<file path="src/design/lzwd_pkg.sv">
// ----------------------------------------------------------------------------
// lzwd_pkg
// Shared types and constants for the LZ window decompressor: decoder phase
// codes, the command record from decoder to copy sequencer, field widths.
// ----------------------------------------------------------------------------
package lzwd_pkg;

   localparam int unsigned HISTORY_DEPTH_DEF = 64;
   localparam int unsigned BYTE_W            = 8;
   localparam int unsigned NIBBLE_W          = 4;
   localparam int unsigned HELD_W            = 2;
   // longest copy is 3 + 15 + 1 = 19, largest offset is 3 + 15 = 18
   localparam int unsigned LEN_W             = 5;
   localparam int unsigned OFF_W             = 5;

   typedef enum logic [2:0] {
      PH_IDLE  = 3'b001,
      PH_ESC   = 3'b010,
      PH_THIRD = 3'b100
   } phase_type;

   typedef struct packed {
      logic                lit_valid;
      logic [BYTE_W-1:0]   lit_byte;
      logic                copy_valid;
      logic [LEN_W-1:0]    copy_len;
      logic [OFF_W-1:0]    copy_off;
   } cmd_type;

endpackage

</file>
<file path="src/design/lz_window_decompressor_top.sv">
// ----------------------------------------------------------------------------
// lz_window_decompressor_top
// LZ window decompressor: literal/escape decoding, a history ring memory and
// a copy sequencer replaying back-references one byte per cycle unless stalled.
// ----------------------------------------------------------------------------
// Path: a literal passes the data stage and output registers to rsp_; the
//   first byte of a back-reference passes the copy counter, the registered
//   history read (with the data stage) and the output register.
// Throughput: one literal or escape byte per cycle while the output is not
//   stalled; a back-reference of length L (1..19) holds req_ off until the
//   single history read port has issued one read per copied byte.
// Reset: synchronous; clears the phase machine, escape value, ring pointer
//   and history valid bits (history reads as zero), no clearing pass.
// ----------------------------------------------------------------------------
module lz_window_decompressor_top #(
   parameter int unsigned HISTORY_DEPTH = lzwd_pkg::HISTORY_DEPTH_DEF
) (
   input  logic       clock,
   input  logic       reset,
   // configuration write channel
   input  logic       csr_valid,
   output logic       csr_ready,
   input  logic [7:0] csr_data,
   // compressed input
   input  logic       req_valid,
   output logic       req_stall,
   input  logic [7:0] req_in_byte,
   // decompressed output
   output logic       rsp_valid,
   input  logic       rsp_stall,
   output logic [7:0] rsp_out_byte,
   output logic       rsp_run_last
);
   import lzwd_pkg::*;

   localparam int unsigned AW = $clog2(HISTORY_DEPTH);

   cmd_type           cmd;
   logic              req_accept;

   // copy sequencer
   logic [LEN_W-1:0]  remain_ff, remain_in;
   logic [OFF_W-1:0]  off_ff, off_in;
   logic              issue;

   // data stage: one byte waiting for its history read or literal value
   logic              d_valid_ff, d_valid_in;
   logic              d_lit_ff, d_lit_in;
   logic [BYTE_W-1:0] d_byte_ff, d_byte_in;
   logic              d_last_ff, d_last_in;
   logic              d_adv;

   // ring pointer
   logic [AW-1:0]     newest_ff, newest_in;
   logic [AW-1:0]     wr_addr, rd_base, rd_addr;
   logic [AW:0]       rd_diff;
   logic [BYTE_W-1:0] rd_data, cur_byte;

   // output register
   logic              rsp_valid_ff;
   logic [BYTE_W-1:0] rsp_byte_ff;
   logic              rsp_last_ff;
   logic              out_free;

   // configuration must only be written while idle, which the block does not enforce: always take it
   assign csr_ready = 1'b1;

   // hold input while a copy is replaying or the data stage is blocked
   assign out_free   = !rsp_valid_ff || !rsp_stall;
   assign d_adv      = d_valid_ff && out_free;
   assign req_stall  = (remain_ff != '0) || (d_valid_ff && !out_free);
   assign req_accept = req_valid && !req_stall;

   lzwd_decoder u_decoder (
      .clock      (clock),
      .reset      (reset),
      .csr_write  (csr_valid && csr_ready),
      .csr_data   (csr_data),
      .req_accept (req_accept),
      .req_byte   (req_in_byte),
      .cmd        (cmd)
   );

   // next write slot, wrapping at the history depth
   assign wr_addr = (newest_ff == AW'(HISTORY_DEPTH - 1)) ? '0 : newest_ff + AW'(1);

   // read address is taken relative to the newest byte at issue time; if the
   // data stage writes in this cycle, that byte is already the newest
   assign rd_base = d_adv ? wr_addr : newest_ff;
   always_comb begin
      rd_diff = {1'b0, rd_base} - (AW+1)'(off_ff);
      if ({1'b0, rd_base} < (AW+1)'(off_ff)) begin
         rd_diff = rd_diff + (AW+1)'(HISTORY_DEPTH);
      end
   end
   assign rd_addr = rd_diff[AW-1:0];

   // issue one read per copied byte when the data stage frees up
   assign issue = (remain_ff != '0) && (!d_valid_ff || d_adv);

   lzwd_hist_mem #(
      .DEPTH (HISTORY_DEPTH),
      .AW    (AW)
   ) u_hist_mem (
      .clock   (clock),
      .reset   (reset),
      .wr_en   (d_adv),
      .wr_addr (wr_addr),
      .wr_data (cur_byte),
      .rd_en   (issue),
      .rd_addr (rd_addr),
      .rd_data (rd_data)
   );

   assign cur_byte = d_lit_ff ? d_byte_ff : rd_data;

   always_comb begin
      remain_in  = remain_ff;
      off_in     = off_ff;
      d_valid_in = d_valid_ff;
      d_lit_in   = d_lit_ff;
      d_byte_in  = d_byte_ff;
      d_last_in  = d_last_ff;
      newest_in  = d_adv ? wr_addr : newest_ff;

      if (cmd.copy_valid) begin
         // load a new back-reference; replay starts once the counter is loaded and the data stage is free
         remain_in = cmd.copy_len;
         off_in    = cmd.copy_off;
      end else if (issue) begin
         remain_in = remain_ff - LEN_W'(1);
      end

      if (issue) begin
         d_valid_in = 1'b1;
         d_lit_in   = 1'b0;
         d_last_in  = (remain_ff == LEN_W'(1));
      end else if (cmd.lit_valid) begin
         d_valid_in = 1'b1;
         d_lit_in   = 1'b1;
         d_byte_in  = cmd.lit_byte;
         d_last_in  = 1'b1;
      end else if (d_adv) begin
         d_valid_in = 1'b0;
      end
   end

   always_ff @(posedge clock) begin
      if (reset) begin
         remain_ff  <= '0;
         d_valid_ff <= 1'b0;
         newest_ff  <= '0;
      end else begin
         remain_ff  <= remain_in;
         d_valid_ff <= d_valid_in;
         newest_ff  <= newest_in;
      end
   end

   always_ff @(posedge clock) begin
      off_ff    <= off_in;
      d_lit_ff  <= d_lit_in;
      d_byte_ff <= d_byte_in;
      d_last_ff <= d_last_in;
   end

   // output register: load on data stage advance, drop when taken
   always_ff @(posedge clock) begin
      if (reset) begin
         rsp_valid_ff <= 1'b0;
      end else if (d_adv) begin
         rsp_valid_ff <= 1'b1;
      end else if (!rsp_stall) begin
         rsp_valid_ff <= 1'b0;
      end
   end

   always_ff @(posedge clock) begin
      if (d_adv) begin
         rsp_byte_ff <= cur_byte;
         rsp_last_ff <= d_last_ff;
      end
   end

   assign rsp_valid    = rsp_valid_ff;
   assign rsp_out_byte = rsp_byte_ff;
   assign rsp_run_last = rsp_last_ff;

   // a pending copy must keep the input side closed
   a_copy_blocks_input: assert property (@(posedge clock) disable iff (reset)
      (remain_ff != '0) |-> req_stall)
      else $error("input accepted during copy replay");

   // a blocked data stage keeps its byte
   a_dstage_holds: assert property (@(posedge clock) disable iff (reset)
      (d_valid_ff && !out_free) |=> d_valid_ff)
      else $error("data stage dropped a byte while blocked");

   // a new back-reference loads its full length into the counter
   a_copy_load: assert property (@(posedge clock) disable iff (reset)
      cmd.copy_valid |=> (remain_ff == $past(cmd.copy_len)))
      else $error("copy length not loaded");

   // every history write advances the ring pointer to the written slot
   a_ring_advance: assert property (@(posedge clock) disable iff (reset)
      d_adv |=> (newest_ff == $past(wr_addr)))
      else $error("ring pointer out of step with history writes");

endmodule

</file>
<file path="src/design/lzwd_decoder.sv">
// ----------------------------------------------------------------------------
// lzwd_decoder
// Escape register and token phase machine. Turns accepted stream bytes into
// literal or copy commands for the sequencer.
// ----------------------------------------------------------------------------
module lzwd_decoder (
   input  logic                  clock,
   input  logic                  reset,
   input  logic                  csr_write,
   input  logic [7:0]            csr_data,
   input  logic                  req_accept,
   input  logic [7:0]            req_byte,
   output lzwd_pkg::cmd_type     cmd
);
   import lzwd_pkg::*;

   phase_type           phase_ff, phase_in;
   logic [HELD_W-1:0]   held_len_ff, held_len_in;
   logic [HELD_W-1:0]   held_off_ff, held_off_in;
   logic [BYTE_W-1:0]   escape_ff;

   logic [NIBBLE_W-1:0] lo_nib, hi_nib;

   assign lo_nib = req_byte[NIBBLE_W-1:0];
   assign hi_nib = req_byte[BYTE_W-1:NIBBLE_W];

   always_comb begin
      phase_in    = phase_ff;
      held_len_in = held_len_ff;
      held_off_in = held_off_ff;
      cmd         = '0;
      if (req_accept) begin
         unique case (phase_ff)
            PH_ESC: begin
               phase_in = PH_IDLE;
               if (req_byte == '0) begin
                  cmd.lit_valid = 1'b1;
                  cmd.lit_byte  = escape_ff;
               end else if (lo_nib == '0) begin
                  // long form: hold the extra bits until the third byte
                  held_len_in = req_byte[NIBBLE_W+HELD_W-1:NIBBLE_W];
                  held_off_in = req_byte[BYTE_W-1:BYTE_W-HELD_W];
                  phase_in    = PH_THIRD;
               end else begin
                  cmd.copy_valid = 1'b1;
                  cmd.copy_len   = LEN_W'(lo_nib) + LEN_W'(1);
                  cmd.copy_off   = OFF_W'(hi_nib);
               end
            end
            PH_THIRD: begin
               phase_in       = PH_IDLE;
               cmd.copy_valid = 1'b1;
               cmd.copy_len   = LEN_W'(held_len_ff) + LEN_W'(lo_nib) + LEN_W'(1);
               cmd.copy_off   = OFF_W'(held_off_ff) + OFF_W'(hi_nib);
            end
            default: begin
               phase_in = PH_IDLE;
               if (req_byte == escape_ff) begin
                  phase_in = PH_ESC;
               end else begin
                  cmd.lit_valid = 1'b1;
                  cmd.lit_byte  = req_byte;
               end
            end
         endcase
      end
   end

   always_ff @(posedge clock) begin
      if (reset) begin
         phase_ff    <= PH_IDLE;
         held_len_ff <= '0;
         held_off_ff <= '0;
         escape_ff   <= '0;
      end else begin
         phase_ff    <= phase_in;
         held_len_ff <= held_len_in;
         held_off_ff <= held_off_in;
         if (csr_write) begin
            escape_ff <= csr_data;
         end
      end
   end

endmodule

</file>
<file path="src/design/lzwd_hist_mem.sv">
// ----------------------------------------------------------------------------
// lzwd_hist_mem
// History ring memory: one write and one registered read per cycle, per-entry
// valid bits so unwritten entries read as zero, write-to-read forwarding.
// ----------------------------------------------------------------------------
module lzwd_hist_mem #(
   parameter int unsigned DEPTH = lzwd_pkg::HISTORY_DEPTH_DEF,
   parameter int unsigned AW    = $clog2(DEPTH)
) (
   input  logic          clock,
   input  logic          reset,
   input  logic          wr_en,
   input  logic [AW-1:0] wr_addr,
   input  logic [7:0]    wr_data,
   input  logic          rd_en,
   input  logic [AW-1:0] rd_addr,
   output logic [7:0]    rd_data
);
   import lzwd_pkg::*;

   logic [BYTE_W-1:0] mem [DEPTH];
   logic [DEPTH-1:0]  vld_ff;
   logic [BYTE_W-1:0] mem_q_ff;
   logic              hit_ff;
   logic              fwd_ff;
   logic [BYTE_W-1:0] fwd_data_ff;

   always_ff @(posedge clock) begin
      if (wr_en) begin
         mem[wr_addr] <= wr_data;
      end
      if (rd_en) begin
         mem_q_ff <= mem[rd_addr];
      end
   end

   // read side flags and forwarded data
   always_ff @(posedge clock) begin
      if (rd_en) begin
         hit_ff      <= vld_ff[rd_addr];
         fwd_ff      <= wr_en && (wr_addr == rd_addr);
         fwd_data_ff <= wr_data;
      end
   end

   always_ff @(posedge clock) begin
      if (reset) begin
         vld_ff <= '0;
      end else if (wr_en) begin
         vld_ff[wr_addr] <= 1'b1;
      end
   end

   assign rd_data = fwd_ff ? fwd_data_ff : (hit_ff ? mem_q_ff : '0);

endmodule
</file>
<file path="config.mk">
export PLATFORM = sky130hd
export DESIGN_NAME = lz_window_decompressor_top
export DESIGN_NICKNAME = d
export VERILOG_FILES = /design/src/design/lzwd_pkg.sv /design/src/design/lz_window_decompressor_top.sv /design/src/design/lzwd_decoder.sv /design/src/design/lzwd_hist_mem.sv
export SDC_FILE = /design/constraint.sdc
export NUM_CORES = 1
export LEC_CHECK = 0
export BUFFER_PORTS_ARGS = -buffer_cell sky130_fd_sc_hd__clkbuf_2
export CORE_MARGIN = 2
export CORE_UTILIZATION = 35
export DETAILED_ROUTE_END_ITERATION = 7
export HOLD_SLACK_MARGIN = 0.12
export PLACE_DENSITY = 0.5
export SLEW_MARGIN = 0
export SYNTH_ARGS = -nofsm -noshare
export SYNTH_HDL_FRONTEND = slang
export SYNTH_HIERARCHICAL = 1
export SYNTH_SLANG_ARGS = --single-unit
</file>
<file path="constraint.sdc">
create_clock -name clock -period 7.8 [get_ports clock]
set_input_delay 1.56 -clock clock [delete_from_list [all_inputs] [get_ports clock]]
set_output_delay 1.56 -clock clock [all_outputs]
set_load 0.05 [all_outputs]
</file>
==> results.ini, run 1 <==
[outcome]
status=complete, but fails checks
violations=DRC

[setup_path]
cp-start-kind=input pin
cp_max_fo=16
path_class=in -> reg
r2r_cells=13
required_ns=8.13
cp.arrival_ns=5.67
critPathCaptureType=flip-flop

[synthesis]
synthFlopType=edfxtp_1
yosysTopAreaCellShare_pct=64.1
syn_area_um2=25900
yosys.area.top_type=edfxtp_1
syn-num-nets=1532
syn-mean-instance-area_um2=17.4
synth_edf_count=553
ys_ff_latch=646
ys_seq_area_share_pct=71.3
async_flop_share_pct=0
synthCells=1493
yosysWarnings=6
ys_types=66
ys_top_cells_by_area=edfxtp_1 64%, mux4_2 13%, dfxtp_1 7.2%

[clock_network]
cts_made_buffers=72
clk_pin_slew_ns=0.06
clock_path_buffers=3
cts_resized=0
clock_latency_ns=0.61
cts_tree=yes
cts_hold_buffers=0
postCtsSetupBuffers=0
clkSinkCount=646
cts-root-buf=clkbuf_16
htree_levels=3

[power_and_ir_drop]
leakage_uw=0.00971
power_uw=11300
peakVddDrop_v=0.000222
powerDensity_nw_per_um2=384

[timing]
final-hold-violation-count=0
setup_tns_ns=0
setup_viol=0
worst_slew_pin_slew_ns=1.13
fin_worst_skew_ns=0.0269
period_share_pct=68.4
fmax_mhz=187
slew_headroom_pct=24.3
whs_ns=0.444
rsz0062_at_grt=false
period_needed_ns=5.33
drv_slew=0

[placement]
dp_cells=2432
place_area_um2=27100
portBuffers=31
place_congestion=0.806
dp_hpwl_mm=37.7

[finish]
fin_area_um2=29500
synthToLayoutAreaGrowth_pct=14.0
drive_gt1_share_pct=21.7
layout.cells.non_filler=2565
final_nets=1586
fillers=6625

[floorplan]
die_h_um=276
core_um2=73100
die_area_um2=76200
rows=99
fp.dieW_um=276
pin_count=33
start_util_pct=35.5

[job]
maxCapViolations=0

[grt]
grt_use_total_pct=16.4
grt_max_degree=86
grt_antenna_before_repair=2
grt_pass1_vias=13571
grt.overflow.total=0
grt_pass1_wl_mm=93.2

[detailed_routing]
dr.first_iter.drc_count=1223
routedWlPerCell_um=24.3
drc_errors=8
via_per_inst=5.25
drtPass1Iterations=7
antenna_left=0
drt-total-wl_mm=62.2
vias=13454

[worst_hold_path]
hold_class=reg -> reg
min_path_cells=0

==> critical path, stage by stage <==
cell and delay (ns):
clkbuf_2 0.10, nand2_1 0.06, nand2_1 0.16, inv_1 0.53
o21ai_0 0.18, a21o_1 0.23, ha_1 0.31, o21ai_0 0.12
o21bai_1 0.14, a21oi_1 0.09, xnor2_1 0.69, inv_1 0.21
nor3b_1 0.77, a22oi_1 0.18, nand2_1 0.22, nor3_1 0.08
==> cells by family after synthesis <==
group / after synthesis / synth area share [%]
flip-flops: 646 / 71.3
AND/OR/NAND/NOR: 408 / 7.29
XOR/XNOR: 27 / 0.913
buffers and inverters: 98 / 1.92
other: 1 / 0.0145
AO/OA/AOI/OAI: 97 / 2.83
adder cells (fa/ha/maj): 18 / 0.956
multiplexers: 198 / 14.8
==> sequential cells by signal (all words and copies together), names as in the netlist, 3 cells and up <==
name	flops
u_hist_mem/mem	512
u_hist_mem/vld_ff	64
d_byte_ff	8
rsp_out_byte	8
u_decoder/escape_ff	8
u_hist_mem/fwd_data_ff	8
u_hist_mem/mem_q_ff	8
newest_ff	6
off_ff	5
remain_ff	5
u_decoder/phase_ff	3
==> worst paths after layout <==
kind,start,to,slack (ns)
worst max-delay path,rsp_stall,u_hist_mem/mem_q_ff[6]$_DFFE_PP_,2.47
worst max register to register,newest_ff[0]$_SDFF_PP0_,u_hist_mem/mem_q_ff[6]$_DFFE_PP_,3.03
worst min register to register,d_last_ff$_SDFFCE_PN1P_,rsp_run_last$_DFFE_PN_,0.44
worst min-delay path,d_last_ff$_SDFFCE_PN1P_,rsp_run_last$_DFFE_PN_,0.44
==> stage by stage <==
stage               setup slack [ns]  utilization [%]
floorplan                       3.09                -
global placement                2.14             37.1
detailed placement              1.98             37.1
CTS                             2.59             40.4
global route                    2.11             40.4
finish                          2.47             40.4
==> synth_stat cells (3+ instances only) <==
master and instances:
or2_2 3, buf_4 12, buf_6 8, a21o_1 3
xnor2_1 11, clkbuf_1 28, buf_2 20, nor2_1 227
nand2_1 52, edfxtp_1 553, and2b_1 3, ha_1 15
a22oi_1 28, nand3_1 26, inv_1 24, and4_1 8
mux2i_1 37, or3_1 3, o21ai_0 8, a211oi_1 4
a22o_1 14, nand2b_1 7, and3_1 3, xor2_1 16
a21oi_1 12, fa_1 3, nor2b_1 16, mux2_2 14
mux4_2 147, nand4_1 17, o22ai_1 5, dfxtp_1 93
nor3b_1 3, and2_1 4, buf_1 6, nor3_1 21
==> power by group <==
group	internal, uW	total, uW	switching [uW]
clock	2100	3440	1330
combinational	1120	3250	2140
sequential	4570	4650	77.1
total	7790	11300	3550
==> per-layer routing <==
| layer | vias up | track usage [%] | share of wire [%] |
|---|---|---|---|
| met5 | - | 0 | 0.043 |
| li1 | 5954 | - | - |
| met4 | 4 | 4.58 | 2.2 |
| met3 | 93 | 2.91 | 5.0 |
| met1 | 7076 | 23.5 | 46 |
| met2 | 327 | 25.9 | 47 |
==> layout by cell type (no fill, tap or decap), types with 11 or more instances in the layout <==
cell and count:
a21oi_1 11, a22o_1 14, a22oi_1 28, buf_4 22
clkbuf_1 20, clkbuf_16 76, clkbuf_2 30, dfxtp_1 93
edfxtp_1 553, ha_1 15, inv_1 22, mux2_2 14
mux2i_1 37, mux4_2 147, nand2_1 52, nand3_1 26
nand4_1 17, nor2_1 227, nor2b_1 16, nor3_1 19
xor2_1 16
==> final cells by class <==
cell class              count  area (um^2)  share of cell area (%)
flip-flops and latches    646        18500                    62.5
multi-input cells         749         6980                    23.6
clock buffers             105         2100                    7.11
well taps                 959         1200                    4.06
repair buffers             54          355                    1.20
clock inverters            27          324                    1.10
inverters                  24          103                   0.347
diodes                      1         2.50                 0.00847
Note: power is estimated with default switching activity, not from simulation.
==> run 2: changes to the inputs <==
==> constraint.sdc (replaced) <==
create_clock -name clock -period 5.21 [get_ports clock]
set_input_delay 1.042 -clock clock [delete_from_list [all_inputs] [get_ports clock]]
set_output_delay 1.042 -clock clock [all_outputs]
set_load 0.05 [all_outputs]
==> results.ini, run 2 (synthesis results as in run 1) <==
[floorplan]
start_util_pct=35.5
die_area_um2=76200
rows=99
pin_count=33
fp.dieW_um=276
core_um2=73100
die_h_um=276

[timing]
drv_slew=0
setup_viol=0
worst_slew_pin_slew_ns=1.22
period_needed_ns=4.58
period_share_pct=87.9
slew_headroom_pct=18.2
final-hold-violation-count=0
fmax_mhz=218
setup_tns_ns=0
rsz0062_at_grt=false
fin_worst_skew_ns=0.0308

[detailed_routing]
antenna_left=0
drtPass1Iterations=7
drt-total-wl_mm=64.2
routedWlPerCell_um=24.9
via_per_inst=5.31
drc_errors=4
vias=13711
dr.first_iter.drc_count=1428

[worst_hold_path]
hp-start=d_last_ff$_SDFFCE_PN1P_
hold_class=reg -> reg

[finish]
layout_commonest_cell=edfxtp_1
largest_register=u_hist_mem/mem
drive_gt1_share_pct=22.4
reg_top3=u_hist_mem/mem x512, u_hist_mem/vld_ff x64
diodes=0
fin_area_um2=29500
final_cell_mix=553 x edfxtp_1, 227 x nor2_1, 147 x mux4_2
synthToLayoutAreaGrowth_pct=14.0
largest_reg_flops=512
final_nets=1605

[power_and_ir_drop]
powerDensity_nw_per_um2=569
peakVddDrop_v=0.000257
leakage_uw=0.00974

[grt]
grt_pass1_vias=13878
grt_max_degree=67
grt_pass1_wl_mm=95.4
grt_use_total_pct=17.0
grt_antenna_before_repair=1
grt.overflow.total=0

[clock_network]
cts_resized=0
postCtsSetupBuffers=0
cts_tree=yes
clock_path_buffers=3
cts_hold_buffers=0
clkSinkCount=646
clock_latency_ns=0.63
htree_levels=3
cts_made_buffers=70
clk_pin_slew_ns=0.06
cts-root-buf=clkbuf_16

[job]
maxCapViolations=0

[setup_path]
reg2reg_setup_slack_ns=0.63
critical-path-top-delay-family=adder cells
required_ns=5.59
cp-start-kind=flip-flop
path_class=reg -> reg
critPathCaptureType=flip-flop
slowest_stage=mux4_2
crit_buf_inv=2
cp.arrival_ns=4.96
r2r-start=newest_ff[0]$_SDFF_PP0_
cp_cell_sequence=ha_1 > and3_1 > and3_1 > nor3_1 > a21oi_1 > ha_1 > fa_1 > inv_6 > buf_4 > mux4_2 > o22ai_1 > o311ai_0 > and4_1
cp_max_fo=48
critPathLaunch=newest_ff[0]$_SDFF_PP0_
cpPeakStageDelay_ns=0.56

[placement]
dp_hpwl_mm=40.4
portBuffers=31
place_area_um2=27300
place_congestion=0.805

[outcome]
violations=DRC
status=complete, but fails checks

-- run 2: worst reg2reg max path, delay by kind of cell, from the launching register on --
kind	cells	cell delay (ns)
compound gates	3	0.57
buf+inv	2	1.01
simple gates	4	0.80
mux	1	0.57
fa+ha+maj	3	0.97
flops	1	0.43
-- run 2: per-stage QoR --
step | power [uW] | util, % | setup WS [ns] | instances | hold slack (ns)
2_1_floorplan | 10300 | - | 1.02 | 1493 | 0.400
3_3_place_gp | 12200 | 37.4 | 0.372 | 2453 | 0.431
3_5_place_dp | 12300 | 37.4 | 0.322 | 2453 | 0.420
4_1_cts | 17100 | 40.4 | 0.634 | 2583 | 0.452
5_1_grt | 17600 | 40.4 | 0.332 | 2583 | 0.459
6_report | 16800 | 40.4 | 0.633 | 2583 | 0.449
-- run 2: cell type report --
type                    count  area (um^2)
clock buffers              99         1950
flip-flops and latches    646        18500
inverters                  24          103
multi-input cells         749         6970
repair buffers             75          576
clock inverters            31          264
fillers                  6604        43500
well taps                 959         1200
-- run 2: report_power, final --
part           internal, uW  switching, uW  total (uW)
registers              6840            120        6960
logic                  1780           3310        5090
clock network          2740           2020        4760
-- run 2: metal layers --
layer / GRT usage, % / vias up / wire [um]
met5: 0 / - / 13
met2: 26.5 / 379 / 29900
met3: 3.57 / 97 / 3530
met4: 4.65 / 2 / 1440
met1: 24.1 / 7236 / 29300
li1: - / 5997 / -
-- run 2: final timing paths --
kind,endpoint,cells after the start
min reg2reg,rsp_run_last$_DFFE_PN_,0
max,u_hist_mem/mem_q_ff[4]$_DFFE_PP_,13
min,rsp_run_last$_DFFE_PN_,0
max reg2reg,u_hist_mem/mem_q_ff[4]$_DFFE_PP_,13
